$ cat config.mk
export PLATFORM = sky130hd
export DESIGN_NAME = lru_frame_replacer
export DESIGN_NICKNAME = d
export VERILOG_FILES = /design/src/hdl/lfr_pkg.sv /design/src/hdl/lfr_cell.sv /design/src/hdl/lru_frame_replacer.sv
export SDC_FILE = /design/constraint.sdc
export NUM_CORES = 1
export LEC_CHECK = 0
export ABC_CLOCK_PERIOD_IN_PS = 5100
export BUFFER_PORTS_ARGS = -buffer_cell sky130_fd_sc_hd__buf_4
export CAP_MARGIN = 20
export CORE_AREA = 2 2 347 349
export CTS_CLUSTER_DIAMETER = 40
export DETAILED_ROUTE_END_ITERATION = 7
export DIE_AREA = 0 0 349 351
export PLACE_DENSITY = 0.52
export SYNTH_ARGS = -nofsm -noshare
export SYNTH_HDL_FRONTEND = slang
export SYNTH_SLANG_ARGS = --single-unit
export TNS_END_PERCENT = 20
$ cat constraint.sdc
create_clock -name clock -period 5.1 [get_ports clock]
set_clock_uncertainty 0.15 [all_clocks]
set_input_delay 0.255 -clock clock [delete_from_list [all_inputs] [get_ports clock]]
set_output_delay 0.255 -clock clock [all_outputs]
set_load 0.1 [all_outputs]
$ cat src/hdl/lfr_pkg.sv
`timescale 1ns / 1ps
// ----------------------------------------------------------------------------
// LRU frame replacer package
// Sizes, request codes and the control bundle shared by the list cells.
// ----------------------------------------------------------------------------
package lfr_pkg;

   localparam int LIST_DEPTH  = 64;
   localparam int FRAME_COUNT = 1024;

   localparam int REQ_W   = 2;
   localparam int FRAME_W = 10;
   localparam int CAP_W   = 7;
   localparam int IDX_W   = $clog2(LIST_DEPTH);
   localparam int CNT_W   = $clog2(LIST_DEPTH + 1);

   localparam logic [CAP_W-1:0] CAP_RESET = CAP_W'(64);

   localparam logic [REQ_W-1:0] REQ_VICTIM = 2'd0;
   localparam logic [REQ_W-1:0] REQ_PIN    = 2'd1;
   localparam logic [REQ_W-1:0] REQ_UNPIN  = 2'd2;

   // broadcast from the sequencer to every cell of the list
   typedef struct packed {
      logic [CNT_W-1:0]   length;
      logic [FRAME_W-1:0] frame;
      logic               compare_en;
      logic               shift_en;
      logic [IDX_W-1:0]   shift_pos;
      logic               write_en;
      logic [IDX_W-1:0]   write_pos;
   } cell_ctrl_type;

endpackage

$ cat src/hdl/lfr_cell.sv
`timescale 1ns / 1ps
// ----------------------------------------------------------------------------
// LRU list cell
// One slot of the ordered list: holds a frame id, compares it with the
// request frame and takes its younger neighbor's id when the list closes up.
// ----------------------------------------------------------------------------
module lfr_cell (
   input  logic                         clock,
   input  logic [lfr_pkg::IDX_W-1:0]    index,
   input  lfr_pkg::cell_ctrl_type       ctrl,
   input  logic [lfr_pkg::FRAME_W-1:0]  next_frame,
   output logic [lfr_pkg::FRAME_W-1:0]  frame,
   output logic                         match
);
   import lfr_pkg::*;

   logic [FRAME_W-1:0] frame_ff, frame_in;
   logic               match_ff, match_in;
   logic               valid;

   assign valid = CNT_W'(index) < ctrl.length;

   always_comb begin
      frame_in = frame_ff;
      if (ctrl.write_en && ctrl.write_pos == index) begin
         frame_in = ctrl.frame;
      end else if (ctrl.shift_en && index >= ctrl.shift_pos) begin
         frame_in = next_frame;
      end
   end

   always_comb begin
      match_in = match_ff;
      if (ctrl.compare_en) begin
         match_in = valid && (frame_ff == ctrl.frame);
      end
   end

   always_ff @(posedge clock) begin
      frame_ff <= frame_in;
      match_ff <= match_in;
   end

   assign frame = frame_ff;
   assign match = match_ff;

endmodule

$ cat src/hdl/lru_frame_replacer.sv
`timescale 1ns / 1ps
// ----------------------------------------------------------------------------
// LRU frame replacer
// Ordered list of evictable frame ids (oldest first) held in a chain of cells;
// victim, pin and unpin requests, each answered with one response.
// ----------------------------------------------------------------------------
//  channel  direction  payload (low bit first)
//  req_     in         req_type[1:0], frame_number[11:2], zero pad to 16
//  rsp_     out        victim_found[0], victim_frame[10:1], entry_count[17:11],
//                      zero pad to 24
//  csr_     in         capacity_limit[6:0]
//
//  Two steps per request: the accept edge runs the compare in every cell, and
//  the edge leaving seek finds the hit, shifts the cells, loads the response.
//  One request is in flight at a time; req_tready is high only in idle.
//  A response held by rsp_tready low stalls the second step, no data is lost.
//  Reset (synchronous, active high) empties the list and sets the limit to 64;
//  the cell contents are not cleared, only the length.
// ----------------------------------------------------------------------------
module lru_frame_replacer (
   input  logic        clock,
   input  logic        reset,
   // request: req_type[1:0], frame_number[11:2]
   input  logic        req_tvalid,
   output logic        req_tready,
   input  logic [15:0] req_tdata,
   // response: victim_found[0], victim_frame[10:1], entry_count[17:11]
   output logic        rsp_tvalid,
   input  logic        rsp_tready,
   output logic [23:0] rsp_tdata,
   // capacity limit write
   input  logic        csr_valid,
   output logic        csr_ready,
   input  logic [6:0]  csr_data
);
   import lfr_pkg::*;

   localparam logic S_IDLE = 1'b0;
   localparam logic S_SEEK = 1'b1;

   logic               state_ff, state_in;
   logic [CNT_W-1:0]   length_ff, length_in;
   logic [CAP_W-1:0]   cap_ff, cap_in;
   logic [REQ_W-1:0]   req_type_ff, req_type_in;
   logic [FRAME_W-1:0] frame_ff, frame_in;
   logic               rsp_valid_ff, rsp_valid_in;
   logic [23:0]        rsp_data_ff, rsp_data_in;

   logic               accept, go;
   logic [CNT_W-1:0]   limit;
   logic               any_match;
   logic [IDX_W-1:0]   hit_pos;
   logic               found;
   logic [FRAME_W-1:0] vframe;
   cell_ctrl_type      ctrl;

   logic [FRAME_W-1:0] cell_frame [LIST_DEPTH];
   logic [FRAME_W-1:0] cell_next  [LIST_DEPTH];
   logic [LIST_DEPTH-1:0] cell_match;

   // nothing is taken while reset is held
   assign req_tready = (state_ff == S_IDLE) && !reset;
   assign accept     = req_tvalid && req_tready;
   // second step proceeds once the response register is free
   assign go         = (state_ff == S_SEEK) && (!rsp_valid_ff || rsp_tready);
   assign csr_ready  = !reset;

   // effective limit: zero acts as one, above depth acts as depth
   always_comb begin
      if (cap_ff == '0) begin
         limit = CNT_W'(1);
      end else if (int'(cap_ff) > LIST_DEPTH) begin
         limit = CNT_W'(LIST_DEPTH);
      end else begin
         limit = CNT_W'(cap_ff);
      end
   end

   // list entries are unique, so at most one cell hits; OR-encode its index
   always_comb begin
      hit_pos = '0;
      for (int i = 0; i < LIST_DEPTH; i++) begin
         if (cell_match[i]) begin
            hit_pos = hit_pos | IDX_W'(i);
         end
      end
   end
   assign any_match = |cell_match;

   // sequencer: decide shift / append for the cells and the new length
   always_comb begin
      ctrl.length     = length_ff;
      ctrl.frame      = accept ? req_tdata[REQ_W +: FRAME_W] : frame_ff;
      ctrl.compare_en = accept;
      ctrl.shift_en   = 1'b0;
      ctrl.shift_pos  = '0;
      ctrl.write_en   = 1'b0;
      ctrl.write_pos  = '0;
      length_in       = length_ff;
      found           = 1'b0;
      vframe          = '0;
      if (go) begin
         case (req_type_ff)
            REQ_VICTIM: begin
               if (length_ff != '0) begin
                  found         = 1'b1;
                  vframe        = cell_frame[0];
                  ctrl.shift_en = 1'b1;
                  length_in     = length_ff - 1'b1;
               end
            end
            REQ_PIN: begin
               if (int'(frame_ff) < FRAME_COUNT && any_match) begin
                  ctrl.shift_en  = 1'b1;
                  ctrl.shift_pos = hit_pos;
                  length_in      = length_ff - 1'b1;
               end
            end
            REQ_UNPIN: begin
               if (int'(frame_ff) < FRAME_COUNT && !any_match) begin
                  if (length_ff >= limit && length_ff != '0) begin
                     // full: drop the oldest, append at the young end
                     ctrl.shift_en  = 1'b1;
                     ctrl.write_en  = 1'b1;
                     ctrl.write_pos = IDX_W'(length_ff - 1'b1);
                  end else if (int'(length_ff) < LIST_DEPTH) begin
                     ctrl.write_en  = 1'b1;
                     ctrl.write_pos = IDX_W'(length_ff);
                     length_in      = length_ff + 1'b1;
                  end
               end
            end
            default: begin
               // unused code: no change
            end
         endcase
      end
   end

   // cell chain: each cell takes its younger neighbor's frame on a shift
   for (genvar g = 0; g < LIST_DEPTH; g++) begin : g_cell
      if (g == LIST_DEPTH - 1) begin : g_tail
         assign cell_next[g] = '0;
      end else begin : g_link
         assign cell_next[g] = cell_frame[g+1];
      end
      lfr_cell u_cell (
         .clock      (clock),
         .index      (IDX_W'(g)),
         .ctrl       (ctrl),
         .next_frame (cell_next[g]),
         .frame      (cell_frame[g]),
         .match      (cell_match[g])
      );
   end

   always_comb begin
      state_in     = state_ff;
      req_type_in  = req_type_ff;
      frame_in     = frame_ff;
      rsp_valid_in = rsp_valid_ff && !rsp_tready;
      rsp_data_in  = rsp_data_ff;
      cap_in       = csr_valid ? csr_data : cap_ff;
      if (accept) begin
         state_in    = S_SEEK;
         req_type_in = req_tdata[REQ_W-1:0];
         frame_in    = req_tdata[REQ_W +: FRAME_W];
      end
      if (go) begin
         state_in     = S_IDLE;
         rsp_valid_in = 1'b1;
         rsp_data_in  = {6'd0, length_in, vframe, found};
      end
   end

   always_ff @(posedge clock) begin
      if (reset) begin
         state_ff     <= S_IDLE;
         length_ff    <= '0;
         cap_ff       <= CAP_RESET;
         rsp_valid_ff <= 1'b0;
      end else begin
         state_ff     <= state_in;
         length_ff    <= length_in;
         cap_ff       <= cap_in;
         rsp_valid_ff <= rsp_valid_in;
      end
   end

   always_ff @(posedge clock) begin
      req_type_ff <= req_type_in;
      frame_ff    <= frame_in;
      rsp_data_ff <= rsp_data_in;
   end

   assign rsp_tvalid = rsp_valid_ff;
   assign rsp_tdata  = rsp_data_ff;

   // unique entries: never more than one hit when the hit is used
   a_one_hit: assert property (@(posedge clock) disable iff (reset)
      (state_ff == S_SEEK) |-> $onehot0(cell_match))
      else $error("more than one cell matched the request frame");

   a_len_bound: assert property (@(posedge clock) disable iff (reset)
      int'(length_ff) <= LIST_DEPTH)
      else $error("list length beyond depth");

   a_accept_seek: assert property (@(posedge clock) disable iff (reset)
      accept |=> (state_ff == S_SEEK))
      else $error("accepted request did not enter the seek step");

   a_len_step: assert property (@(posedge clock) disable iff (reset)
      go |=> (length_ff == $past(length_ff) || length_ff == $past(length_ff) + 1'b1
              || length_ff == $past(length_ff) - 1'b1))
      else $error("list length changed by more than one");

endmodule
==> flow_summary.json <==
{
  "status": "finished, violations left",
  "violations": "hold timing",
  "place.port_buffers": 44,
  "synthDistinctLibCells": 82,
  "hp-class": "in -> reg",
  "postCtsHoldBufs": 31,
  "clk_path_buf_depth": 3,
  "slew_headroom": 0.271,
  "ioPinCount": 55,
  "synth_edf_count": 724,
  "die-width_um": 349,
  "setup_tns_ps": 0,
  "cts-resized-gates": 0,
  "peakVddDrop_mv": 0.269,
  "place_hpwl_um": 97500,
  "post_cts_buffers": 0,
  "fmax_mhz": 211,
  "die_area_um2": 122000,
  "cts_root_buf": "clkbuf_16",
  "fin_nets": 3502,
  "drtAntennaViolNets": 0,
  "cp.arrival_ps": 4930,
  "grt_pass1_wl_um": 205000,
  "rows": 127,
  "routabilityCongestion": 0.985,
  "cp_max_fo": 11,
  "post-route-min-period_ps": 4740,
  "wire_per_inst_um": 28.0,
  "grtUsageTotal": 0.232,
  "drtIter0Drc": 2967,
  "total_leakage_power_nw": 15.4,
  "die_h_um": 351,
  "yosys_warnings": 0,
  "hold_ws_ps": -3.56,
  "drv_slew": 0,
  "synthFlopType": "edfxtp_1",
  "overflow": 0,
  "dr_total_vias": 28000,
  "drc": 0,
  "finalHoldViolCount": 1,
  "fin_util": 0.408,
  "criticalPathCategory": "reg -> reg",
  "synth_area_um2": 41300,
  "fill_cells": 11200,
  "grt_max_degree": 62,
  "ys_seq_area_frac": 0.539,
  "routed_via_density": 5.48,
  "clk_latency_ps": 720,
  "maxCapViolCount": 0,
  "wirelength_um": 143000,
  "post_route_cells_drive_above_1_share": 0.251,
  "fin_crit_sh": 0.929,
  "area_delta_synth_final_pct": 17.7,
  "cts_tree": "yes",
  "crit_required_ps": 5290,
  "rsz0062_at_grt": "no",
  "htreeDepth": 3,
  "clkSlewWorstSetupHoldPaths_ps": 60,
  "synth_cells": 3332,
  "cts.sinks": 750,
  "cts_buffers": 117,
  "worstMarginPinSlew_ps": 1090,
  "syn_area_per_cell_um2": 12.4,
  "setup_viol": 0,
  "core_um2": 119000,
  "start_kind": "flip-flop",
  "initial_utilization": 0.347,
  "synthArstFlopShare": 0,
  "powerDensity_nw_per_um2": 377,
  "grt_pass1_vias": 28200,
  "drt-pass1-iter-count": 5,
  "crit_path_end_kind": "flip-flop",
  "ys_ff_latch": 750,
  "antenna_found_initial": 7
}
[cell families (layout without fill, tap and decap cells)]
group / after synthesis / in the layout / synth area share
buffers and inverters: 276 / 503 / 0.0287
AND/OR/NAND/NOR: 783 / 783 / 0.101
multiplexers: 507 / 507 / 0.141
other: 1 / 8 / 0.0000908
XOR/XNOR: 644 / 644 / 0.137
flip-flops: 750 / 750 / 0.539
adder cells (fa/ha/maj): 11 / 11 / 0.00333
AO/OA/AOI/OAI: 360 / 360 / 0.0501
[final cells by class]
cell class	instances	area, um^2	share of cell area
inverters	22	101	0.00208
well taps	1548	1940	0.0398
repair buffers	261	2220	0.0456
multi-input cells	2311	18000	0.371
clock inverters	89	1020	0.0210
clock buffers	131	3040	0.0626
diodes	2	5.00	0.000103
flip-flops and latches	750	22300	0.458
[flip-flops by register name, summed over array words and instances (netlist names), 2 cells and up]
| name | count |
|---|---|
| req_type_ff | 2 |
| cap_ff | 7 |
| length_ff | 7 |
| rsp_tdata | 18 |
| frame_ff | 10 |
| g_cell.u_cell.frame | 640 |
| g_cell.u_cell.match | 64 |
[worst max-delay path: stages (launching register included)]
cell and delay, ps:
dfxtp_1 320, nor3_1 190, a21oi_1 90, nor2_1 120, ha_1 240, nand2b_1 130
a2111o_1 530, a21oi_1 230, buf_4 220, nor3_1 70, o21ai_1 610, nand3_2 470
nor2_4 520, a21o_1 440
[Yosys cell counts, drive strengths merged (15+ instances only)]
master / instances / share of area
inv: 15 / 0.0014
clkbuf: 157 / 0.014
and2: 36 / 0.0055
buf: 97 / 0.012
nor2: 97 / 0.012
nor4: 138 / 0.021
nand3: 39 / 0.0055
nand4: 81 / 0.012
o21ai: 218 / 0.026
nand2b: 17 / 0.0026
a21oi: 70 / 0.0092
nand2: 276 / 0.026
dfxtp: 26 / 0.013
mux2i: 17 / 0.0041
edfxtp: 724 / 0.53
nor3: 45 / 0.0072
xnor2: 644 / 0.14
mux2: 490 / 0.14
[layer usage]
metal  global-route usage  part of all wire  vias up
li1                     -                 -    12500
met1                0.326              0.45    14200
met2                0.357              0.44     1129
met3               0.0381             0.068      250
met4               0.0917             0.039        6
met5                    0           0.00024        -
[stage by stage]
step,hold WS (ps),total power [W],area (um^2),setup slack (ps),std cells
final,-3.56,0.0183,48600,363,5114
after global routing,51.2,0.0189,48600,87.4,5112
after CTS,6.22,0.0184,48600,441,5112
after detailed placement,286,0.0101,44200,453,4861
after global placement,285,0.0101,44200,489,4860
after floorplan,204,0.00893,41300,48.2,3337
[power breakdown]
part / switching (W) / internal [W]
Sequential: 0.000114 / 0.00688
Combinational: 0.00203 / 0.00103
Clock: 0.00318 / 0.00511
[cell usage in the layout, fill, tap and decap left out, drive strengths merged, types with 42 or more instances in the layout]
cell,netlist,final
buf,97,230
mux2,490,490
clkbuf,157,131
nor4,138,138
a21oi,70,70
nor2,97,97
nor3,45,45
o21ai,218,218
nand2,276,276
nand4,81,81
edfxtp,724,724
xnor2,644,644
clkinv,7,42
[worst paths after layout]
check / start / to / slack (ps) / depth (start not counted)
max: cap_ff[1] / g_cell[52].u_cell.frame[9] / 360 / 13
min: req_tdata[9] / frame_ff[7] / -4 / 3
max reg2reg: cap_ff[1] / g_cell[52].u_cell.frame[9] / 360 / 13
min reg2reg: g_cell[63].u_cell.frame[3] / g_cell[62].u_cell.frame[3] / 420 / 2
(Power assumes the default switching activity.)
